**src/rtl/assert_macros.svh**
```systemverilog
// Assertion helpers used by the RTL.
`ifndef ASSERT_MACROS_SVH
`define ASSERT_MACROS_SVH

// Same-cycle implication.
`define BTSP_ASSERT_IMPL(name, clk, rstn, ante, cons, msg) \
  name: assert property (@(posedge clk) disable iff (!rstn) (ante) |-> (cons)) \
    else $error(msg);

// Next-cycle implication.
`define BTSP_ASSERT_NEXT(name, clk, rstn, ante, cons, msg) \
  name: assert property (@(posedge clk) disable iff (!rstn) (ante) |=> (cons)) \
    else $error(msg);

`endif

```
**src/rtl/btsp_pkg.sv**
```systemverilog
package btsp_pkg;

  localparam int MaxColumns = 1024;
  localparam int MaxRows    = 1024;

  localparam int CfgIdxW  = 1;
  localparam int CfgDataW = 11;

  // Dimension arithmetic width: holds the clamped width, height and drain index.
  localparam int DimW = CfgDataW;
  localparam int ColW = $clog2(MaxColumns);
  localparam int RowW = $clog2(MaxRows + 1);

  localparam logic [DimW-1:0] WidthReset  = DimW'(640);
  localparam logic [DimW-1:0] HeightReset = DimW'(480);
  localparam logic [DimW-1:0] DimMin      = DimW'(3);

  typedef enum logic [CfgIdxW-1:0] {
    CfgImageWidth  = 1'b0,
    CfgImageHeight = 1'b1
  } cfg_idx_e;

  localparam logic ModePixel = 1'b0;
  localparam logic ModeDrain = 1'b1;

  // Control carried from the read stage to the write-back stage.
  typedef struct packed {
    logic            pix;       // pixel request (else drain)
    logic            emit;      // produces a result
    logic            col0;      // column zero: result comes from wrap register
    logic            lastcol;   // last column: capture wrap value
    logic            interior;  // thinning rule applies
    logic            pin;       // incoming pixel
    logic            last;      // final drain request of the frame
    logic            dj0;       // first drain request
    logic [ColW-1:0] wa;        // line store write address
  } s1_ctl_t;

endpackage

```
**src/rtl/btsp_ram.sv**
```systemverilog
module btsp_ram #(
  parameter int Width = 1,
  parameter int Depth = 1024
) (
  input  logic                     clk_i,
  input  logic                     we_i,
  input  logic [$clog2(Depth)-1:0] waddr_i,
  input  logic [Width-1:0]         wdata_i,
  input  logic                     re_i,
  input  logic [$clog2(Depth)-1:0] raddr_i,
  output logic [Width-1:0]         rdata_o
);

  logic [Width-1:0] mem [Depth];
  logic [Width-1:0] rdata_q;

  always_ff @(posedge clk_i) begin
    if (we_i) begin
      mem[waddr_i] <= wdata_i;
    end
    // Hold read data when no read is issued.
    if (re_i) begin
      rdata_q <= mem[raddr_i];
    end
  end

  assign rdata_o = rdata_q;

endmodule

```
**src/rtl/binary_thinning_subpass_3x3_unit.sv**
```systemverilog
// Channel | Handshake               | Payload
// --------+-------------------------+-------------------------------
// in      | in_valid_i / in_stall_o | mode_i, pixel_in_i
// out     | out_valid_o/out_stall_i | pixel_out_o, frame_last_o
// cfg     | cfg_we_i                | cfg_idx_i, cfg_wdata_i
//
// One request per cycle sustained while the output is not stalled; a result goes
// through the line store read, then write-back into the output register.
// The rate is set by the line stores: each pixel request does one read and one
// write per store, on separate ports.
// Reset clears counters, window and output valid; line stores keep their contents.
// in_stall_o rises only when a result waits in the read stage and the output
// register is full and stalled.
`include "assert_macros.svh"

module binary_thinning_subpass_3x3_unit import btsp_pkg::*; (
  input  logic                clk_i,
  input  logic                rst_ni,
  input  logic                cfg_we_i,
  input  logic [CfgIdxW-1:0]  cfg_idx_i,
  input  logic [CfgDataW-1:0] cfg_wdata_i,
  input  logic                in_valid_i,
  output logic                in_stall_o,
  input  logic                mode_i,
  input  logic                pixel_in_i,
  output logic                out_valid_o,
  input  logic                out_stall_i,
  output logic                pixel_out_o,
  output logic                frame_last_o
);

  // Configuration registers.
  logic [DimW-1:0] width_q, height_q;
  logic [DimW-1:0] w_eff, h_eff;
  logic [ColW-1:0] w_last;
  logic [RowW-1:0] h_row;

  // Frame position.
  logic [ColW-1:0] col_q, col_d;
  logic [RowW-1:0] row_q, row_d;
  logic [DimW-1:0] drn_q, drn_d;
  logic [DimW-1:0] drn_m1;

  // Read stage.
  logic    s1_valid_q, s1_valid_d;
  s1_ctl_t s1_q, s1_d;
  logic    s1_go;

  // Window and wrap value.
  logic [8:0] win_q, win_d, win_nxt;
  logic       wrap_q, wrap_d;

  // Output register.
  logic out_valid_q, out_valid_d;
  logic pix_out_q, pix_out_d;
  logic last_out_q, last_out_d;
  logic out_free;

  // Request decode.
  logic accept, frame_full, pix_take, drn_take, drn_is_last;

  // Line store ports.
  logic            ram_re, ram_we;
  logic [ColW-1:0] ram_raddr;
  logic            up_rd, mid_rd;

  // Thinning decision.
  logic nn, ss, ne, ee, se, ww, ctr, hit, value;

  // Clamp the dimensions to the usable range.
  always_comb begin
    w_eff = width_q;
    if (width_q < DimMin) begin
      w_eff = DimMin;
    end else if (width_q > DimW'(MaxColumns)) begin
      w_eff = DimW'(MaxColumns);
    end
    h_eff = height_q;
    if (height_q < DimMin) begin
      h_eff = DimMin;
    end else if (height_q > DimW'(MaxRows)) begin
      h_eff = DimW'(MaxRows);
    end
  end

  assign w_last = ColW'(w_eff - DimW'(1));
  assign h_row  = RowW'(h_eff);
  assign drn_m1 = drn_q - DimW'(1);

  always_ff @(posedge clk_i or negedge rst_ni) begin
    if (!rst_ni) begin
      width_q  <= WidthReset;
      height_q <= HeightReset;
    end else if (cfg_we_i) begin
      unique case (cfg_idx_e'(cfg_idx_i))
        CfgImageWidth:  width_q  <= cfg_wdata_i;
        CfgImageHeight: height_q <= cfg_wdata_i;
        default: ;
      endcase
    end
  end

  // Handshake: stall only when a pending result cannot move to the output.
  assign out_free   = !out_valid_q || !out_stall_i;
  assign s1_go      = s1_valid_q && (!s1_q.emit || out_free);
  assign in_stall_o = s1_valid_q && s1_q.emit && !out_free;
  assign accept     = in_valid_i && !in_stall_o;

  // Pixels are taken until the frame is full; drains only after that.
  assign frame_full  = row_q >= h_row;
  assign pix_take    = accept && (mode_i == ModePixel) && !frame_full;
  assign drn_take    = accept && (mode_i == ModeDrain) && frame_full;
  assign drn_is_last = drn_q == w_eff;

  // Advance the raster position; a register write or the last drain restarts.
  always_comb begin
    col_d = col_q;
    row_d = row_q;
    drn_d = drn_q;
    if (cfg_we_i) begin
      col_d = '0;
      row_d = '0;
      drn_d = '0;
    end else if (pix_take) begin
      if (col_q == w_last) begin
        col_d = '0;
        row_d = row_q + RowW'(1);
      end else begin
        col_d = col_q + ColW'(1);
      end
    end else if (drn_take) begin
      if (drn_is_last) begin
        col_d = '0;
        row_d = '0;
        drn_d = '0;
      end else begin
        drn_d = drn_q + DimW'(1);
      end
    end
  end

  // Read both line stores at the pixel column, or the bottom row for a drain.
  assign ram_re    = pix_take || (drn_take && (drn_q != '0));
  assign ram_raddr = pix_take ? col_q : drn_m1[ColW-1:0];

  always_comb begin
    s1_d.pix      = pix_take;
    s1_d.emit     = pix_take ? ((row_q >= RowW'(2)) ||
                                ((row_q == RowW'(1)) && (col_q != '0))) : 1'b1;
    s1_d.col0     = col_q == '0;
    s1_d.lastcol  = col_q == w_last;
    s1_d.interior = (row_q >= RowW'(2)) && (col_q >= ColW'(2));
    s1_d.pin      = pixel_in_i;
    s1_d.last     = drn_is_last;
    s1_d.dj0      = drn_q == '0;
    s1_d.wa       = col_q;
  end

  always_comb begin
    s1_valid_d = s1_valid_q;
    if (pix_take || drn_take) begin
      s1_valid_d = 1'b1;
    end else if (s1_go) begin
      s1_valid_d = 1'b0;
    end
  end

  always_ff @(posedge clk_i) begin
    if (pix_take || drn_take) begin
      s1_q <= s1_d;
    end
  end

  // Upper store takes the old middle row; middle store takes the new pixel.
  assign ram_we = s1_go && s1_q.pix;

  btsp_ram #(
    .Width (1),
    .Depth (MaxColumns)
  ) u_upper (
    .clk_i   (clk_i),
    .we_i    (ram_we),
    .waddr_i (s1_q.wa),
    .wdata_i (mid_rd),
    .re_i    (ram_re),
    .raddr_i (ram_raddr),
    .rdata_o (up_rd)
  );

  btsp_ram #(
    .Width (1),
    .Depth (MaxColumns)
  ) u_middle (
    .clk_i   (clk_i),
    .we_i    (ram_we),
    .waddr_i (s1_q.wa),
    .wdata_i (s1_q.pin),
    .re_i    (ram_re),
    .raddr_i (ram_raddr),
    .rdata_o (mid_rd)
  );

  // Shift in the new column: {row r-2, row r-1, row r}.
  assign win_nxt = {win_q[5:0], up_rd, mid_rd, s1_q.pin};

  assign nn  = win_nxt[5];
  assign ss  = win_nxt[3];
  assign ne  = win_nxt[2];
  assign ee  = win_nxt[1];
  assign se  = win_nxt[0];
  assign ww  = win_nxt[7];
  assign ctr = win_nxt[4];
  assign hit = !ee && ww && ((nn && !se && !ss) || (!nn && !ne && ss));

  always_comb begin
    if (!s1_q.pix) begin
      value = s1_q.dj0 ? wrap_q : mid_rd;
    end else if (s1_q.col0) begin
      value = wrap_q;
    end else if (s1_q.interior) begin
      value = ctr && !hit;
    end else begin
      value = ctr;
    end
  end

  always_comb begin
    win_d  = win_q;
    wrap_d = wrap_q;
    if (cfg_we_i || (s1_go && !s1_q.pix && s1_q.last)) begin
      win_d = '0;
    end else if (s1_go && s1_q.pix) begin
      win_d = win_nxt;
    end
    // Keep the last column of the row above for the wrap-around result.
    if (s1_go && s1_q.pix && s1_q.lastcol) begin
      wrap_d = mid_rd;
    end
  end

  always_comb begin
    out_valid_d = out_valid_q;
    pix_out_d   = pix_out_q;
    last_out_d  = last_out_q;
    if (s1_go && s1_q.emit) begin
      out_valid_d = 1'b1;
      pix_out_d   = value;
      last_out_d  = !s1_q.pix && s1_q.last;
    end else if (!out_stall_i) begin
      out_valid_d = 1'b0;
    end
  end

  always_ff @(posedge clk_i or negedge rst_ni) begin
    if (!rst_ni) begin
      col_q       <= '0;
      row_q       <= '0;
      drn_q       <= '0;
      s1_valid_q  <= 1'b0;
      win_q       <= '0;
      out_valid_q <= 1'b0;
    end else begin
      col_q       <= col_d;
      row_q       <= row_d;
      drn_q       <= drn_d;
      s1_valid_q  <= s1_valid_d;
      win_q       <= win_d;
      out_valid_q <= out_valid_d;
    end
  end

  always_ff @(posedge clk_i) begin
    wrap_q     <= wrap_d;
    pix_out_q  <= pix_out_d;
    last_out_q <= last_out_d;
  end

  assign out_valid_o  = out_valid_q;
  assign pixel_out_o  = pix_out_q;
  assign frame_last_o = last_out_q;

  `BTSP_ASSERT_IMPL(a_no_rw_collide, clk_i, rst_ni, ram_re && ram_we, ram_raddr != s1_q.wa, "line store read and write hit the same column")
  `BTSP_ASSERT_IMPL(a_stall_cause, clk_i, rst_ni, in_stall_o, s1_valid_q && out_valid_q && out_stall_i, "input stalled without a blocked result")
  `BTSP_ASSERT_IMPL(a_drain_when_full, clk_i, rst_ni, drn_q != '0, row_q == h_row, "drain index advanced before the frame was full")
  `BTSP_ASSERT_IMPL(a_col_in_range, clk_i, rst_ni, 1'b1, DimW'(col_q) < w_eff, "input column beyond the image width")
  `BTSP_ASSERT_NEXT(a_last_flagged, clk_i, rst_ni, s1_go && !s1_q.pix && s1_q.last, out_valid_q && last_out_q, "final drain result not flagged")

endmodule

```
**config.mk**
```make
export PLATFORM = sky130hd
export DESIGN_NAME = binary_thinning_subpass_3x3_unit
export DESIGN_NICKNAME = d
export VERILOG_FILES = /design/src/rtl/btsp_pkg.sv /design/src/rtl/btsp_ram.sv /design/src/rtl/binary_thinning_subpass_3x3_unit.sv
export VERILOG_INCLUDE_DIRS = /design/src /design/src/rtl
export SDC_FILE = /design/constraint.sdc
export NUM_CORES = 2
export LEC_CHECK = 0
export BUFFER_PORTS_ARGS = -buffer_cell sky130_fd_sc_hd__buf_4
export CORE_MARGIN = 1
export CORE_UTILIZATION = 50
export DETAILED_ROUTE_END_ITERATION = 16
export GPL_ROUTABILITY_DRIVEN = 1
export HOLD_SLACK_MARGIN = 0.12
export PLACE_DENSITY_LB_ADDON = 0.3
export SYNTH_ARGS = -nofsm -noshare
export SYNTH_HDL_FRONTEND = slang
export SYNTH_HIERARCHICAL = 1
export SYNTH_SLANG_ARGS = --single-unit
```
**constraint.sdc**
```tcl
create_clock -name clk_i -period 32.2 [get_ports clk_i]
set_input_delay 3.22 -clock clk_i [delete_from_list [all_inputs] [get_ports clk_i]]
set_output_delay 3.22 -clock clk_i [all_outputs]
set_load 0.1 [all_outputs]
```
# == After elaboration in Yosys (flattened, before gate mapping) ==
# Memories as Yosys holds them, arrays and structs flattened. A register that Yosys moved wholly into a read port is not among the register bits.
# Index checks and enable logic that the tools add are counted.
# word_totals
ramBits,2048
out_inout_bits,4
memories,2
wordCells,131
register_bits,82
input_bits,19
# memory_table
memory,words,word_bits,read_ports,rd_ports_with_merged_regs,wr,line_no,text
u_middle.mem,1024,1,1,1,1,btsp_ram.sv:14,logic [Width-1:0] mem [Depth];
u_upper.mem,1024,1,1,1,1,btsp_ram.sv:14,
# op_classes
mux,31
n_eq_ne,6
n_bitwise,2
magnitude_cmp,7
add_sub_neg,5
n_reduce_logical,58
# ops
cell,n
11-bit two-way mux,13
10-bit two-way mux,6
1-bit logical AND,24
"11-bit by 1-bit adder with 11-bit output, second input constant",2
"11-bit greater-than comparator, second input constant",2
"11-bit by 2-bit < comparator with 1-bit output, second input constant",2
"10-bit by 1-bit subtractor with 10-bit output, second input constant",2
1-bit logical NOT,13
"11-bit by 1-bit equality test with 1-bit output, second input constant",1
11-bit equality test,1
11-bit >= comparator,1
"11-bit by 2-bit >= comparator with 1-bit output, second input constant",1
11-bit logical NOT,1
11-bit nonzero test,1
"10-bit by 1-bit adder with 10-bit output, second input constant",1
10-bit equality test,1
"10-bit by 2-bit >= comparator with 1-bit output, second input constant",1
10-bit logical NOT,1
1-bit two-way mux,10
5-bit two-way mux,2
10-bit nonzero test,1
2-bit AND reduction,4
1-bit logical OR,7
2-bit nonzero test,3
6 further kinds,8

# == Logic depth before layout (Yosys ltp) ==
# depth
depth_word,11
ltp_mapped,27
ltp_nobuf,19

# == Cells and area by module ==
# The synthesis kept the hierarchy.
# modules_own_cells
mod,seq_area_each_um2,cells_each,area_each_um2,n_inst
btsp_ram,30779.5,3112,44666.6,2
binary_thinning_subpass_3x3_unit,2139.6,520,4988.5,1

# == Worst setup path before layout ==
# No wires, ideal clock.
# synth_path
path_type,register to register
startpoint,reg u_middle.rdata_q (netlist: u_middle/rdata_o) (read register of u_middle.mem)
endpoint,mem u_upper.mem[0] (data pin)
setup_slack_ps,17451
t_arrival_ps,12068
stages_incl_launch_ff,1
setup_time_ps,2681
path_buffers,0
path_cell_list,edfxtp_1
# synth_rtl
element,line_no,text
start: declaration,btsp_ram.sv:15,logic [Width-1:0] rdata_q;
end: declaration,btsp_ram.sv:14,
# No word-level cell before the write port.

# == Worst setup path after layout ==
# layout_path
startpoint,in out_stall_i
endpoint,reg u_middle.rdata_q (netlist: u_middle/rdata_o) (read register of u_middle.mem) (data pin)
# layout_via
word_cells_on_any_way,13
cone_classes,mux (1); reduce/logical (12)
# layout_rtl
element,line_no,text
start: declaration,binary_thinning_subpass_3x3_unit.sv:27,"input logic out_stall_i,"
1-bit logical NOT,-,
1-bit logical OR,binary_thinning_subpass_3x3_unit.sv:104,assign out_free = !out_valid_q || !out_stall_i;
1-bit logical NOT,binary_thinning_subpass_3x3_unit.sv:106,assign in_stall_o = s1_valid_q && s1_q.emit && !out_free;
1-bit logical AND,binary_thinning_subpass_3x3_unit.sv:106,
1-bit logical NOT,binary_thinning_subpass_3x3_unit.sv:107,assign accept = in_valid_i && !in_stall_o;
1-bit logical AND,binary_thinning_subpass_3x3_unit.sv:107,
1-bit logical AND (2 in a row),binary_thinning_subpass_3x3_unit.sv:111,assign pix_take = accept && (mode_i == ModePixel) && !frame_full;
10-bit two-way mux,binary_thinning_subpass_3x3_unit.sv:144,assign ram_raddr = pix_take ? col_q : drn_m1[ColW-1:0];
named net ram_raddr[0],binary_thinning_subpass_3x3_unit.sv:64,logic [ColW-1:0] ram_raddr;
# The timed path passes the listed nets, and every way through them passes these cells.
# A chain may end at the register's enable or synchronous reset.

==> flow_summary.toml <==
[clock_network]
clockBufferDepth = 3
path_clk_slew_ns = 0.06
postCtsSetupRepairBufs = 0
root_buffer = "clkbuf_16"
htree_levels = 4
cts_hold_buf = 0
cts_buffers = 210
cts_resized = 0
cts_tree = "yes"
clk_latency_ns = 0.88
numClockSinks = 2131

[routing]
final_antenna_net_count = 0
avgRoutedWirePerCell_um = 28.2
wl_um = 257000
via_per_inst = 6.36
drc = 0
drt_first_pass_iters = 6
vias = 58041
drtIter0Drc = 8155

[grt]
grt_pass1_wl_um = 371000
grt_max_degree = 313
track_usage_pct = 26.5
grt_overflow_total = 0
antenna_found_initial = 6
grt_pass1_vias = 56076

[timing]
max-slew-margin-rel_pct = 14.5
setup_viol = 0
worstMarginPinSlew_ns = 1.28
fin_crit_ns = 10.37
timing.fmax_ghz = 0.0965
drv_slew = 0
hold_slack_ns = 0.517
rsz0062_at_grt = "no"
hold_viol = 0
worst_clock_skew_ns = 0.0424
min_period_over_period_pct = 32.2
setup_tns_ns = 0

[setup_path]
critPathLaunchType = "input port"
cpPeakStageDelay_ns = 0.89
cp_slowest_cell = "buf_4"
path_cells = "buf_4 > nand4_1 > nand2_1 > or4_1 > a21oi_4 > buf_12 > buf_12 > buf_4 > buf_4 > mux4_1 > mux4_2 > nand2b_1 > a311oi_1 > nor3_1 > nor4_1 > o2111ai_1"
crit_fanout = 113
crit_buf_inv = 5
arrival_ns = 10.93
worst_ep_required_time_ns = 32.77
cp-end-kind = "flip-flop"
cpMostUsedCell = "buf_4"
critPathTopFamily = "buffers and inverters"
critPathKind = "input port to flip-flop"

[yosys]
yosysSeqAreaShare_pct = 67.5
synth_cell_types = 78
ys.flop_type = "edfxtp_1"
async_flop_share_pct = 2.82
syn_inst = 6744
syn_nets = 6784
syn-cell-area_sq_mm = 0.0943
yosysWarningCount = 6
avgSynthCellArea_sq_um = 14.0
ys_ff_latch = 2131
synth-edff-count = 2071

[layout]
final_common_cell = "nor2_1"
nFillCells = 15055
final_nets = 6499
drive_above_1_share_pct = 14.3
regArea_sq_mm = 0.0637
synthToLayoutAreaGrowth_pct = 8.90
multi_input_area_sq_mm = 0.0280
final_cell_mix = "nor2_1, edfxtp_1, mux4_2"

[pwr]
p_leak_nw = 31.6
ir_drop_v = 0.0000595
p_per_area_mw_per_mm2 = 58.6

[floorplanning]
ioPinCount = 23
coreArea_sq_mm = 0.188
start_util_pct = 50.3
die_h_um = 436
dieArea_sq_mm = 0.190
std_cell_rows = 159
die_w_um = 436

[place]
dp.final_hpwl_um = 128000
place_congestion = 0.812
placement.io_buffers = 22

[worst_hold_path]
hp-class = "flip-flop to flip-flop"

[job]
maxCapViolCount = 0

[status]
status = "finished, final reports clean"
-- cell type report --
| type | count | area share [%] |
|---|---|---|
| Clock inverter | 110 | 0.989 |
| Inverter | 35 | 0.128 |
| Multi-Input combinational cell | 3941 | 27.3 |
| Antenna cell | 1 | 0.00244 |
| Tap cell | 2495 | 3.04 |
| Clock buffer | 267 | 5.43 |
| Sequential cell | 2131 | 62.0 |
| Timing Repair Buffer | 140 | 1.12 |
-- cells by family (layout without fill, tap and decap cells) --
logic type / after synthesis / after routing / synth area share (%)
AO/OA/AOI/OAI: 481 / 481 / 3.61
XOR/XNOR: 26 / 26 / 0.241
adder cells (fa/ha/maj): 21 / 21 / 0.279
buffers and inverters: 672 / 552 / 3.36
flip-flops: 2131 / 2131 / 67.5
multiplexers: 702 / 702 / 13.3
other: 0 / 1 / 0
AND/OR/NAND/NOR: 2711 / 2711 / 11.7
-- synth_stat cells (all sizes together) (10+ instances only) --
library cell / instances / area, sq um
nor2: 2117 / 7950
edfxtp: 2071 / 62200
mux4: 428 / 9740
clkbuf: 402 / 1530
mux2i: 248 / 2480
buf: 235 / 1510
nand2: 214 / 803
a21oi: 100 / 500
o221ai: 100 / 876
nand3: 88 / 440
nor3: 88 / 440
o22ai: 58 / 363
o21ai: 56 / 280
dfrtp: 54 / 1350
a22oi: 39 / 293
nor2b: 31 / 194
inv: 29 / 109
nand4: 27 / 184
mux2: 26 / 293
nor4: 23 / 159
and3: 22 / 138
ha: 21 / 263
and2: 18 / 113
nand2b: 18 / 113
nor3b: 18 / 135
a2111oi: 14 / 141
o31ai: 14 / 110
xor2: 14 / 123
a211oi: 12 / 103
a22o: 12 / 105
xnor2: 12 / 105
a31oi: 10 / 62.6
o211ai: 10 / 75.1
-- where the power goes --
part	internal [mW]	switching, mW
clock	1.33	1.05
combinational	0.184	0.353
sequential	3.09	0.0143
-- state kept, by name (all words and copies together), names as in the netlist --
register	count
pixel_out_o	1
out_valid_o	1
s1_q	17
height_q	11
col_q	10
u_middle/rdata_o	1
row_q	11
width_q	11
u_middle/mem	1024
se	1
wrap_q	1
u_upper/mem	1024
frame_last_o	1
s1_valid_q	1
win_q	4
drn_q	11
u_upper/rdata_o	1
-- path summary, 6_finish.rpt --
path | from | endpoint | slack, ns | depth (start not counted)
setup / recovery | out_stall_i | u_middle/rdata_o | 21.83 | 16
hold / removal | height_q[1] | height_q[1] | 0.52 | 1
setup reg to reg | height_q[9] | u_middle/rdata_o | 22.75 | 20
hold reg to reg | height_q[1] | height_q[1] | 0.52 | 1
max in group asynchronous | rst_ni | win_q[1] | 29.23 | 1
min in group asynchronous | rst_ni | height_q[9] | 2.45 | 1
-- per-layer routing --
metal	wire length (um)	track usage [%]
met1	97200	35.9
met2	123000	43.1
met3	26400	4.65
met4	10400	9.71
met5	22	0
-- through the flow --
stage                     instances  worst slack, ns  instance area (sq um)  utilization (%)  power [mW]
after CTS                      9119            21.69                 103000             54.8        6.04
after global placement         8742            20.86                  96100             51.2        3.68
after global routing           9119            21.32                 103000             54.8        6.17
after floorplan                6744            17.45                  94300                -        3.61
final                          9120            21.83                 103000             54.8        6.02
after detailed placement       8742            20.81                  96100             51.2        3.69
(Power assumes the default switching activity.)
